==> config.mk <==
export PLATFORM = sky130hd
export DESIGN_NAME = request_queue_with_retry_backoff
export DESIGN_NICKNAME = d
export VERILOG_FILES = /design/src/hdl/rqb_pkg.sv /design/src/hdl/rqb_front.sv /design/src/hdl/rqb_back.sv /design/src/hdl/request_queue_with_retry_backoff.sv
export SDC_FILE = /design/constraint.sdc
export NUM_CORES = 2
export LEC_CHECK = 0
export BUFFER_PORTS_ARGS = -buffer_cell sky130_fd_sc_hd__clkbuf_2
export CAP_MARGIN = 20
export CORE_MARGIN = 2
export CORE_UTILIZATION = 55
export CTS_CLUSTER_DIAMETER = 60
export DETAILED_ROUTE_END_ITERATION = 6
export PLACE_DENSITY = 0.68
export SETUP_SLACK_MARGIN = 0.3
export SLEW_MARGIN = 10
export SYNTH_ARGS = -nofsm -noshare
export SYNTH_HDL_FRONTEND = slang
export SYNTH_SLANG_ARGS = --single-unit
==> constraint.sdc <==
create_clock -name clk -period 9.5 [get_ports clk]
set_input_delay 0 -clock clk [delete_from_list [all_inputs] [get_ports clk]]
set_output_delay 0 -clock clk [all_outputs]
set_load 0.03 [all_outputs]
==> src/hdl/rqb_pkg.sv <==
package rqb_pkg;

    // Request queue sizing
    localparam int QUEUE_DEPTH     = 16;
    localparam int MAX_ITEM_LENGTH = 32;
    localparam int PTR_W           = (QUEUE_DEPTH > 1) ? $clog2(QUEUE_DEPTH) : 1;
    localparam int CNT_W           = $clog2(QUEUE_DEPTH + 1);

    // Command queue between front and back
    localparam int CMDQ_DEPTH = 2;

    // Backoff step table
    localparam int NUM_STEPS  = 5;
    localparam int STEP_IDX_W = 3;

    // Field widths
    localparam int ACT_W  = 3;
    localparam int TIME_W = 32;
    localparam int ADDR_W = 16;
    localparam int LEN_W  = 8;
    localparam int TAG_W  = 16;
    localparam int REF_W  = 16;
    localparam int ERR_W  = 8;
    localparam int KIND_W = 2;
    localparam int FC_W   = 8;
    localparam int CFG_IDX_W = 3;

    // Stream payload widths
    localparam int IN_DATA_W  = 96;
    localparam int OUT_DATA_W = 80;

    // Input action codes
    localparam logic [ACT_W-1:0] ACT_READ          = 3'd0;
    localparam logic [ACT_W-1:0] ACT_WRITE         = 3'd1;
    localparam logic [ACT_W-1:0] ACT_HS_FAIL       = 3'd2;
    localparam logic [ACT_W-1:0] ACT_HS_OK         = 3'd3;
    localparam logic [ACT_W-1:0] ACT_DONE_DATA     = 3'd4;
    localparam logic [ACT_W-1:0] ACT_DONE_ERROR    = 3'd5;
    localparam logic [ACT_W-1:0] ACT_BACKOFF_CHECK = 3'd6;

    // Result kind codes
    localparam logic [KIND_W-1:0] KIND_ACK    = 2'd0;
    localparam logic [KIND_W-1:0] KIND_DATA   = 2'd1;
    localparam logic [KIND_W-1:0] KIND_ERROR  = 2'd2;
    localparam logic [KIND_W-1:0] KIND_STATUS = 2'd3;

    // Configuration register indexes
    localparam logic [CFG_IDX_W-1:0] CFG_STEP_FIRST      = 3'd0;
    localparam logic [CFG_IDX_W-1:0] CFG_STEP_SECOND     = 3'd1;
    localparam logic [CFG_IDX_W-1:0] CFG_STEP_THIRD      = 3'd2;
    localparam logic [CFG_IDX_W-1:0] CFG_STEP_FOURTH     = 3'd3;
    localparam logic [CFG_IDX_W-1:0] CFG_STEP_FINAL      = 3'd4;
    localparam logic [CFG_IDX_W-1:0] CFG_PAUSE_THRESHOLD = 3'd5;
    localparam logic [CFG_IDX_W-1:0] CFG_TIMEOUT_CODE    = 3'd6;

    // Configuration reset values
    localparam logic [TIME_W-1:0] STEP_RESET [NUM_STEPS] =
        '{32'd1000, 32'd2000, 32'd5000, 32'd10000, 32'd30000};
    localparam logic [FC_W-1:0]  PAUSE_THRESHOLD_RESET = 8'd5;
    localparam logic [ERR_W-1:0] TIMEOUT_CODE_RESET    = 8'd0;
    localparam logic [FC_W-1:0]  FC_MAX                = 8'hFF;

    // Classified command from the front part
    typedef struct packed {
        logic [ACT_W-1:0]  action;
        logic [TIME_W-1:0] now_ms;
        logic [ADDR_W-1:0] address;
        logic [LEN_W-1:0]  length;
        logic [TAG_W-1:0]  request_tag;
        logic [REF_W-1:0]  data_ref;
        logic [ERR_W-1:0]  error_code;
        logic              req_fields_ok;
    } cmd_t;

    // Stored queue entry (the write handle is never delivered back)
    typedef struct packed {
        logic [ADDR_W-1:0] address;
        logic [LEN_W-1:0]  length;
        logic              is_write;
        logic [TAG_W-1:0]  tag;
    } entry_t;

    // One result item
    typedef struct packed {
        logic [KIND_W-1:0] kind;
        logic              accepted;
        logic [ADDR_W-1:0] address;
        logic [LEN_W-1:0]  length;
        logic              is_write;
        logic [TAG_W-1:0]  tag;
        logic [REF_W-1:0]  data_ref;
        logic [ERR_W-1:0]  error;
        logic              backoff_active;
        logic              paused;
        logic [FC_W-1:0]   failure_count;
        logic              last;
    } result_t;

endpackage

==> src/hdl/rqb_front.sv <==
module rqb_front (
    input  logic                          clk,
    input  logic                          rst_n,
    input  logic                          s_axis_tvalid,
    output logic                          s_axis_tready,
    input  logic [rqb_pkg::IN_DATA_W-1:0] s_axis_tdata,
    input  logic [rqb_pkg::ACT_W-1:0]     s_axis_tuser,
    output logic                          cmd_valid,
    input  logic                          cmd_ready,
    output rqb_pkg::cmd_t                 cmd
);
    import rqb_pkg::*;

    localparam int CQ_PTR_W = (CMDQ_DEPTH > 1) ? $clog2(CMDQ_DEPTH) : 1;
    localparam int CQ_CNT_W = $clog2(CMDQ_DEPTH + 1);

    cmd_t                slots_reg [CMDQ_DEPTH];
    logic [CQ_PTR_W-1:0] wr_ptr_reg, wr_ptr_next;
    logic [CQ_PTR_W-1:0] rd_ptr_reg, rd_ptr_next;
    logic [CQ_CNT_W-1:0] fill_reg, fill_next;
    cmd_t                in_cmd;
    logic                push, pop;

    // Unpack and classify: static request checks done here
    always_comb
    begin
        in_cmd.action      = s_axis_tuser;
        in_cmd.now_ms      = s_axis_tdata[31:0];
        in_cmd.address     = s_axis_tdata[47:32];
        in_cmd.length      = s_axis_tdata[55:48];
        in_cmd.request_tag = s_axis_tdata[71:56];
        in_cmd.data_ref    = s_axis_tdata[87:72];
        in_cmd.error_code  = s_axis_tdata[95:88];
        in_cmd.req_fields_ok = (in_cmd.length != '0)
            && (in_cmd.length <= LEN_W'(MAX_ITEM_LENGTH))
            && !((s_axis_tuser == ACT_WRITE) && (in_cmd.data_ref == '0));
    end

    assign s_axis_tready = (fill_reg != CQ_CNT_W'(CMDQ_DEPTH));
    assign cmd_valid     = (fill_reg != '0);
    assign cmd           = slots_reg[rd_ptr_reg];
    assign push          = s_axis_tvalid && s_axis_tready;
    assign pop           = cmd_valid && cmd_ready;

    // Pointer and fill update
    always_comb
    begin
        wr_ptr_next = wr_ptr_reg;
        rd_ptr_next = rd_ptr_reg;
        fill_next   = fill_reg;
        if (push)
        begin
            wr_ptr_next = (wr_ptr_reg == CQ_PTR_W'(CMDQ_DEPTH - 1)) ? '0 : wr_ptr_reg + 1'b1;
        end
        if (pop)
        begin
            rd_ptr_next = (rd_ptr_reg == CQ_PTR_W'(CMDQ_DEPTH - 1)) ? '0 : rd_ptr_reg + 1'b1;
        end
        if (push && !pop)
        begin
            fill_next = fill_reg + 1'b1;
        end
        else if (pop && !push)
        begin
            fill_next = fill_reg - 1'b1;
        end
    end

    always_ff @(posedge clk or negedge rst_n)
    begin
        if (!rst_n)
        begin
            wr_ptr_reg <= '0;
            rd_ptr_reg <= '0;
            fill_reg   <= '0;
        end
        else
        begin
            wr_ptr_reg <= wr_ptr_next;
            rd_ptr_reg <= rd_ptr_next;
            fill_reg   <= fill_next;
        end
    end

    // Slot payload
    always_ff @(posedge clk)
    begin
        if (push)
        begin
            slots_reg[wr_ptr_reg] <= in_cmd;
        end
    end

endmodule

==> src/hdl/rqb_back.sv <==
module rqb_back (
    input  logic                              clk,
    input  logic                              rst_n,
    input  logic                              cfg_valid,
    output logic                              cfg_ready,
    input  logic [rqb_pkg::CFG_IDX_W-1:0]     cfg_index,
    input  logic [rqb_pkg::TIME_W-1:0]        cfg_data,
    input  logic                              cmd_valid,
    output logic                              cmd_ready,
    input  rqb_pkg::cmd_t                     cmd,
    output logic                              res_valid,
    input  logic                              res_ready,
    output rqb_pkg::result_t                  res
);
    import rqb_pkg::*;

    typedef enum logic [6:0] {
        S_IDLE     = 7'b0000001,
        S_EXEC     = 7'b0000010,
        S_STATUS   = 7'b0000100,
        S_FLUSH_RD = 7'b0001000,
        S_FLUSH_EM = 7'b0010000,
        S_DONE_RD  = 7'b0100000,
        S_DONE_EM  = 7'b1000000
    } state_t;

    state_t            state_reg, state_next;
    cmd_t              cur_reg, cur_next;

    // Configuration
    logic [TIME_W-1:0] steps_reg [NUM_STEPS];
    logic [FC_W-1:0]   threshold_reg;
    logic [ERR_W-1:0]  timeout_reg;

    // Queue and backoff state
    entry_t            mem [QUEUE_DEPTH];
    entry_t            rd_data_reg;
    logic [PTR_W-1:0]  head_reg, head_next;
    logic [PTR_W-1:0]  tail_reg, tail_next;
    logic [CNT_W-1:0]  count_reg, count_next;
    logic [FC_W-1:0]   fc_reg, fc_next;
    logic [TIME_W-1:0] retry_reg, retry_next;
    logic              paused_reg, paused_next;

    // Output register
    result_t           out_reg, out_next;
    logic              out_valid_reg, out_valid_next;

    logic              out_free;
    logic              mem_we;
    entry_t            wr_entry;
    logic              req_ok;
    logic [FC_W-1:0]   fc_inc;
    logic [STEP_IDX_W-1:0] step_idx;
    logic [TIME_W-1:0] retry_sum;
    logic [TIME_W-1:0] retry_diff;
    logic              backoff;
    logic [PTR_W-1:0]  head_adv, tail_adv;
    result_t           base;

    assign cfg_ready = 1'b1;
    assign cmd_ready = (state_reg == S_IDLE);
    assign res_valid = out_valid_reg;
    assign res       = out_reg;
    assign out_free  = !out_valid_reg || res_ready;

    // Backoff flag at this item's time
    assign retry_diff = cur_reg.now_ms - retry_reg;
    assign backoff    = (retry_reg != '0) && retry_diff[TIME_W-1];

    // Failure bookkeeping
    assign fc_inc    = (fc_reg != FC_MAX) ? fc_reg + 1'b1 : fc_reg;
    assign step_idx  = (fc_inc >= FC_W'(NUM_STEPS)) ? STEP_IDX_W'(NUM_STEPS - 1)
                                                   : STEP_IDX_W'(fc_inc - 1'b1);
    assign retry_sum = cur_reg.now_ms + steps_reg[step_idx];

    assign head_adv = (head_reg == PTR_W'(QUEUE_DEPTH - 1)) ? '0 : head_reg + 1'b1;
    assign tail_adv = (tail_reg == PTR_W'(QUEUE_DEPTH - 1)) ? '0 : tail_reg + 1'b1;

    assign req_ok = cur_reg.req_fields_ok && !paused_reg
                    && (count_reg != CNT_W'(QUEUE_DEPTH));

    always_comb
    begin
        wr_entry.address  = cur_reg.address;
        wr_entry.length   = cur_reg.length;
        wr_entry.is_write = (cur_reg.action == ACT_WRITE);
        wr_entry.tag      = cur_reg.request_tag;
    end

    // Common result fields: status flags reflect the updated state
    always_comb
    begin
        base                = '0;
        base.kind           = KIND_STATUS;
        base.backoff_active = backoff;
        base.paused         = paused_reg;
        base.failure_count  = fc_reg;
        base.last           = 1'b1;
    end

    // Sequencer
    always_comb
    begin
        state_next     = state_reg;
        cur_next       = cur_reg;
        head_next      = head_reg;
        tail_next      = tail_reg;
        count_next     = count_reg;
        fc_next        = fc_reg;
        retry_next     = retry_reg;
        paused_next    = paused_reg;
        out_next       = out_reg;
        out_valid_next = out_valid_reg && !res_ready;
        mem_we         = 1'b0;

        unique case (state_reg)
            S_IDLE:
            begin
                if (cmd_valid)
                begin
                    cur_next   = cmd;
                    state_next = S_EXEC;
                end
            end
            S_EXEC:
            begin
                unique case (cur_reg.action)
                    ACT_READ, ACT_WRITE:
                    begin
                        if (out_free)
                        begin
                            if (req_ok)
                            begin
                                mem_we     = 1'b1;
                                tail_next  = tail_adv;
                                count_next = count_reg + 1'b1;
                            end
                            out_next          = base;
                            out_next.kind     = KIND_ACK;
                            out_next.accepted = req_ok;
                            out_valid_next    = 1'b1;
                            state_next        = S_IDLE;
                        end
                    end
                    ACT_HS_FAIL:
                    begin
                        fc_next    = fc_inc;
                        retry_next = (retry_sum == '0) ? TIME_W'(1) : retry_sum;
                        state_next = S_STATUS;
                        if (fc_inc >= threshold_reg)
                        begin
                            paused_next = 1'b1;
                            if (!paused_reg && (count_reg != '0))
                            begin
                                state_next = S_FLUSH_RD;
                            end
                        end
                    end
                    ACT_HS_OK:
                    begin
                        fc_next     = '0;
                        retry_next  = '0;
                        paused_next = 1'b0;
                        state_next  = S_STATUS;
                    end
                    ACT_DONE_DATA, ACT_DONE_ERROR:
                    begin
                        state_next = (count_reg != '0) ? S_DONE_RD : S_STATUS;
                    end
                    default:
                    begin
                        state_next = S_STATUS;
                    end
                endcase
            end
            S_STATUS:
            begin
                if (out_free)
                begin
                    out_next       = base;
                    out_valid_next = 1'b1;
                    state_next     = S_IDLE;
                end
            end
            S_FLUSH_RD:
            begin
                // read data for the new head lands in rd_data_reg
                state_next = S_FLUSH_EM;
            end
            S_FLUSH_EM:
            begin
                if (out_free)
                begin
                    out_next          = base;
                    out_next.kind     = KIND_ERROR;
                    out_next.address  = rd_data_reg.address;
                    out_next.length   = rd_data_reg.length;
                    out_next.is_write = rd_data_reg.is_write;
                    out_next.tag      = rd_data_reg.tag;
                    out_next.error    = timeout_reg;
                    out_next.last     = 1'b0;
                    out_valid_next    = 1'b1;
                    head_next         = head_adv;
                    count_next        = count_reg - 1'b1;
                    state_next = (count_reg == CNT_W'(1)) ? S_STATUS : S_FLUSH_RD;
                end
            end
            S_DONE_RD:
            begin
                state_next = S_DONE_EM;
            end
            S_DONE_EM:
            begin
                if (out_free)
                begin
                    out_next          = base;
                    out_next.address  = rd_data_reg.address;
                    out_next.is_write = rd_data_reg.is_write;
                    out_next.tag      = rd_data_reg.tag;
                    if (cur_reg.action == ACT_DONE_DATA)
                    begin
                        out_next.kind     = KIND_DATA;
                        out_next.length   = cur_reg.length;
                        out_next.data_ref = cur_reg.data_ref;
                    end
                    else
                    begin
                        out_next.kind   = KIND_ERROR;
                        out_next.length = rd_data_reg.length;
                        out_next.error  = cur_reg.error_code;
                    end
                    out_valid_next = 1'b1;
                    head_next      = head_adv;
                    count_next     = count_reg - 1'b1;
                    state_next     = S_IDLE;
                end
            end
            default:
            begin
                state_next = S_IDLE;
            end
        endcase
    end

    // Control and state registers
    always_ff @(posedge clk or negedge rst_n)
    begin
        if (!rst_n)
        begin
            state_reg     <= S_IDLE;
            head_reg      <= '0;
            tail_reg      <= '0;
            count_reg     <= '0;
            fc_reg        <= '0;
            retry_reg     <= '0;
            paused_reg    <= 1'b0;
            out_valid_reg <= 1'b0;
        end
        else
        begin
            state_reg     <= state_next;
            head_reg      <= head_next;
            tail_reg      <= tail_next;
            count_reg     <= count_next;
            fc_reg        <= fc_next;
            retry_reg     <= retry_next;
            paused_reg    <= paused_next;
            out_valid_reg <= out_valid_next;
        end
    end

    // Configuration registers
    always_ff @(posedge clk or negedge rst_n)
    begin
        if (!rst_n)
        begin
            steps_reg     <= STEP_RESET;
            threshold_reg <= PAUSE_THRESHOLD_RESET;
            timeout_reg   <= TIMEOUT_CODE_RESET;
        end
        else if (cfg_valid)
        begin
            unique case (cfg_index)
                CFG_STEP_FIRST, CFG_STEP_SECOND, CFG_STEP_THIRD,
                CFG_STEP_FOURTH, CFG_STEP_FINAL:
                begin
                    steps_reg[cfg_index] <= cfg_data;
                end
                CFG_PAUSE_THRESHOLD:
                begin
                    threshold_reg <= cfg_data[FC_W-1:0];
                end
                CFG_TIMEOUT_CODE:
                begin
                    timeout_reg <= cfg_data[ERR_W-1:0];
                end
                default:
                begin
                end
            endcase
        end
    end

    // Payload registers
    always_ff @(posedge clk)
    begin
        cur_reg <= cur_next;
        out_reg <= out_next;
    end

    // Entry memory: write at tail, registered read at head
    always_ff @(posedge clk)
    begin
        if (mem_we)
        begin
            mem[tail_reg] <= wr_entry;
        end
        rd_data_reg <= mem[head_reg];
    end

endmodule

==> src/hdl/request_queue_with_retry_backoff.sv <==
// Link request queue with handshake retry backoff.
//
// Items enter on the s_axis stream (tuser selects the action) and results leave
// on the m_axis stream; tlast marks the final result of an input item. Requests
// get one ack, completions one delivery of the front queue entry or a status
// result if the queue is empty, handshake and backoff events one status result.
// A handshake failure that first pauses polling emits one timeout error delivery
// per queued entry before its status. Configuration writes use the cfg channel;
// cfg_ready is always high, so write only while no item is in flight.
//
// An input item waits in the command queue and is then run by the back engine.
// A request ack goes straight to the output register, a status result first
// passes the status state, and a completion the read state for the registered
// read of the entry memory at the head; a pause flush adds a read and an emit
// state per queued entry. The engine works on one item at a time; a two-entry
// command queue takes new items while the engine works or its output is held.
// Reset empties the queue, clears the failure count, retry time and pause, and
// loads the default step table, threshold and timeout code. When the receiver
// holds m_axis_tready low the engine stops at its next result and the command
// queue fills, then s_axis_tready drops.
module request_queue_with_retry_backoff (
    input  logic                           clk,
    input  logic                           rst_n,
    input  logic                           s_axis_tvalid,
    output logic                           s_axis_tready,
    // now_ms[31:0], address[47:32], length[55:48], request_tag[71:56],
    // data_ref[87:72], error_code[95:88]
    input  logic [rqb_pkg::IN_DATA_W-1:0]  s_axis_tdata,
    // action[2:0]
    input  logic [rqb_pkg::ACT_W-1:0]      s_axis_tuser,
    output logic                           m_axis_tvalid,
    input  logic                           m_axis_tready,
    // accepted[0], out_address[16:1], out_length[24:17], out_is_write[25],
    // out_tag[41:26], out_data_ref[57:42], out_error[65:58], backoff_active[66],
    // paused[67], failure_count_out[75:68], zero fill[79:76]
    output logic [rqb_pkg::OUT_DATA_W-1:0] m_axis_tdata,
    // kind[1:0]
    output logic [rqb_pkg::KIND_W-1:0]     m_axis_tuser,
    output logic                           m_axis_tlast,
    input  logic                           cfg_valid,
    output logic                           cfg_ready,
    input  logic [rqb_pkg::CFG_IDX_W-1:0]  cfg_index,
    input  logic [rqb_pkg::TIME_W-1:0]     cfg_data
);
    import rqb_pkg::*;

    logic    cmd_valid;
    logic    cmd_ready;
    cmd_t    cmd;
    result_t res;

    rqb_front u_front (
        .clk           (clk),
        .rst_n         (rst_n),
        .s_axis_tvalid (s_axis_tvalid),
        .s_axis_tready (s_axis_tready),
        .s_axis_tdata  (s_axis_tdata),
        .s_axis_tuser  (s_axis_tuser),
        .cmd_valid     (cmd_valid),
        .cmd_ready     (cmd_ready),
        .cmd           (cmd)
    );

    rqb_back u_back (
        .clk       (clk),
        .rst_n     (rst_n),
        .cfg_valid (cfg_valid),
        .cfg_ready (cfg_ready),
        .cfg_index (cfg_index),
        .cfg_data  (cfg_data),
        .cmd_valid (cmd_valid),
        .cmd_ready (cmd_ready),
        .cmd       (cmd),
        .res_valid (m_axis_tvalid),
        .res_ready (m_axis_tready),
        .res       (res)
    );

    // Result packing
    assign m_axis_tdata = {4'b0000, res.failure_count, res.paused, res.backoff_active,
                           res.error, res.data_ref, res.tag, res.is_write,
                           res.length, res.address, res.accepted};
    assign m_axis_tuser = res.kind;
    assign m_axis_tlast = res.last;

endmodule

==> flow_metrics.tcl <==
set metrics [dict create \
    cts.htree.levels 4 \
    power_switching_mw 6.44 \
    ff2ff_path_depth 25 \
    finalPower_mw 19.4 \
    coreArea_mm2 0.0949 \
    worst_pin_slew_ns 1.19 \
    fin_skew_ns 0.0217 \
    die-area_mm2 0.0981 \
    cts.reportedPaths.clkPinSlew_ns 0.06 \
    syn_inst 2875 \
    syn_to_final_growth_pct 17.9 \
    power_density_mw_per_mm2 313 \
    tns_ns 0 \
    drt_wl_total_mm 122 \
    cts_hold_buf 223 \
    die_w_um 313 \
    vias_per_cell 5.99 \
    grt_pass1_wl_mm 185 \
    period_share 0.774 \
    clock_path_buffers 3 \
    wl_per_cell_um 25.8 \
    synthFlopType "edfxtp_1" \
    drive_gt1_frac 0.303 \
    post-cts-setup-buffer-count 0 \
    cp_max_fo 32 \
    cts_made_buffers 134 \
    vias 28500 \
    drtPass1Iterations 5 \
    min_period_ns 7.36 \
    endpoint_kind "register" \
    grtUsageTotal 0.253 \
    start_util 0.554 \
    cp-start-kind "register" \
    p_sw_frac 0.332 \
    antenna_found_initial 3 \
    grt_setup_unrepaired "false" \
    drtIter0Drc 2759 \
    pwr-share-seq 0.435 \
    holdPathStages 2 \
    hp-class "input pin to register" \
    p_leak_nw 21.9 \
    synth.distinct_cells 79 \
    worst_slack_ns 2.14 \
    dp_slack_ns 2.22 \
    largest_reg_flops 656 \
    synth_enable_flop_cells 1035 \
    setup_viol 0 \
    relSlewSlack 0.199 \
    internal_power_mw 12.9 \
    cts-root-buf "clkbuf_16" \
    path_class "register to register" \
    cts_tree "built" \
    grt_overflow 0 \
    numPortBuffers 219 \
    ys_seq_area_frac 0.723 \
    gp_congestion 0.883 \
    cts-resized-gates 0 \
    vdd_drop_max_uv 219 \
    fin_area_mm2 0.0620 \
    die_h_um 313 \
    ys_ff_latch 1318 \
    yosys_warnings 0 \
    rows 113 \
    drv.max_cap_violation_count 0 \
    ant_nets 0 \
    synth_area_per_cell_um2 18.3 \
    crit_arrival_ns 8.01 \
    grt_pass1_vias 29700 \
    hpwlAfterDp_mm 71.3 \
    pwr-share-comb 0.297 \
    finalHoldViolations 0 \
    syn_area_mm2 0.0526 \
    nNetsFinal 3598 \
    cts.sinks 1318 \
    postPlaceCellArea_mm2 0.0553 \
    p_clk_frac 0.268 \
    cp.required_ns 10.16 \
    status "complete, no violations" \
    worstSkewPairLatency_ns 0.74 \
    grt_max_degree 78 \
    io_pins 225 \
    clock.fmax_mhz 136 \
    drv_slew 0 \
    drc_errors 0 \
    synthArstFlopShare 0.184 \
]
-- critical path, stage by stage, from the launching register on --
cell	delay [ns]
dfrtp_1	0.57
ha_1	0.29
nand4_1	0.17
or2_2	0.38
mux2i_1	0.33
ha_1	0.25
nand2b_1	0.08
nand2_1	0.07
and3_1	0.35
nand2_2	0.60
nor2_1	0.27
buf_4	0.40
a222oi_1	0.16
o21ai_0	0.24
ha_1	0.21
inv_1	0.06
fa_1	0.44
or2b_1	0.26
a211oi_2	0.47
o211ai_1	0.24
a21boi_0	0.42
o21a_1	0.20
o2111ai_1	0.17
a2111oi_2	0.32
o2111ai_1	0.16
o21ai_1	0.16
-- cells in the mapped netlist, drive strengths merged, types with 6 or more instances --
cell type | count | area, µm²
a222oi | 31 | 310
nor2 | 63 | 236
buf | 34 | 160
xor2 | 15 | 131
edfxtp | 1035 | 31100
and3 | 32 | 200
nor3b | 6 | 45.0
a21oi | 52 | 264
xnor2 | 22 | 193
o211ai | 10 | 75.1
a31oi | 6 | 37.5
o22ai | 11 | 68.8
nand2 | 112 | 420
a21o | 28 | 210
a211oi | 8 | 65.1
ha | 83 | 1040
nor2b | 8 | 50.1
o21a | 9 | 67.6
nand2b | 16 | 100
inv | 61 | 229
and2 | 52 | 325
nand3 | 23 | 115
dfxtp | 41 | 821
nor3 | 25 | 125
a22o | 17 | 149
o31ai | 8 | 60.1
or3 | 8 | 55.1
dfrtp | 210 | 5260
dfstp | 32 | 841
o21ai | 91 | 455
nand4b | 7 | 61.3
mux4 | 205 | 4620
nor4 | 15 | 93.8
nand4 | 19 | 119
mux2 | 309 | 3480
clkbuf | 94 | 353
-- final timing paths --
path | from | endpoint | slack (ns)
worst max-delay path | u_back.fc_reg[0]$_DFFE_PN0P_ | u_back.retry_reg[0]$_DFFE_PN0P_ | 2.14
worst min-delay path | s_axis_tdata[25] | u_front.slots_reg[1][90]$_DFFE_PP_ | 0.03
worst max register to register | u_back.fc_reg[0]$_DFFE_PN0P_ | u_back.retry_reg[0]$_DFFE_PN0P_ | 2.14
worst min register to register | u_back.count_reg[3]$_DFFE_PN0P_ | u_back.count_reg[3]$_DFFE_PN0P_ | 0.50
max in group asynchronous | rst_n | u_back.steps_reg[62]$_DFFE_PN0P_ | 7.11
min in group asynchronous | rst_n | u_back.retry_reg[8]$_DFFE_PN0P_ | 0.38
-- power by group through the flow --
stage	clock network (mW)	registers, mW	logic (mW)
6_report	5.19	8.43	5.76
5_1_grt	5.51	8.55	6.24
4_1_cts	5.26	8.42	5.73
3_5_place_dp	0	8.53	5.62
3_3_place_gp	0	8.46	5.55
2_1_floorplan	0	8.28	4.01
-- layout make-up --
type	count	area, µm²
tap	1265	1580
fill	6311	32900
sequential	1318	38000
timing repair buffer	489	3750
multi-input combinational	1370	14000
clock buffer	184	3740
clock inverter	61	656
antenna	2	5.00
inverter	62	233
-- metrics by stage --
step	hold WS (ns)	utilization	instances
after floorplan	-0.296	-	2878
after global placement	0.120	0.582	4278
after detailed placement	0.128	0.583	4279
after CTS	0.000211	0.653	4747
after global routing	0.00703	0.653	4750
final	0.0290	0.653	4751
-- per-layer routing --
metal | global-route usage | up-vias | part of all wire
li1 | - | 12500 | -
met1 | 0.364 | 14800 | 0.43
met2 | 0.404 | 1034 | 0.49
met3 | 0.0408 | 148 | 0.063
met4 | 0.0762 | 0 | 0.021
met5 | 0 | - | 0
-- cell families (layout without fill, tap and decap cells) --
group                      Yosys count  count (layout)  synth area share
other                                2               7          0.000143
DFF                               1318            1318             0.723
buffers and inverters              190             796            0.0142
AOI/OAI and AO/OA                  319             319            0.0418
adders and majority gates           84              84            0.0201
muxes                              519             519             0.155
xor gates and xnor gates            37              37           0.00616
and+or+nand+nor                    406             406            0.0401
-- cells in the final DEF (no fill, tap or decap), drive strengths merged, types with 63 or more instances in the layout --
cell	n
clkbuf	402
dfrtp	210
dlygate4sd3	222
edfxtp	1035
ha	83
inv	67
mux2	309
mux4	205
nand2	112
nor2	63
o21ai	91
Power figures use the tool's default switching activity.
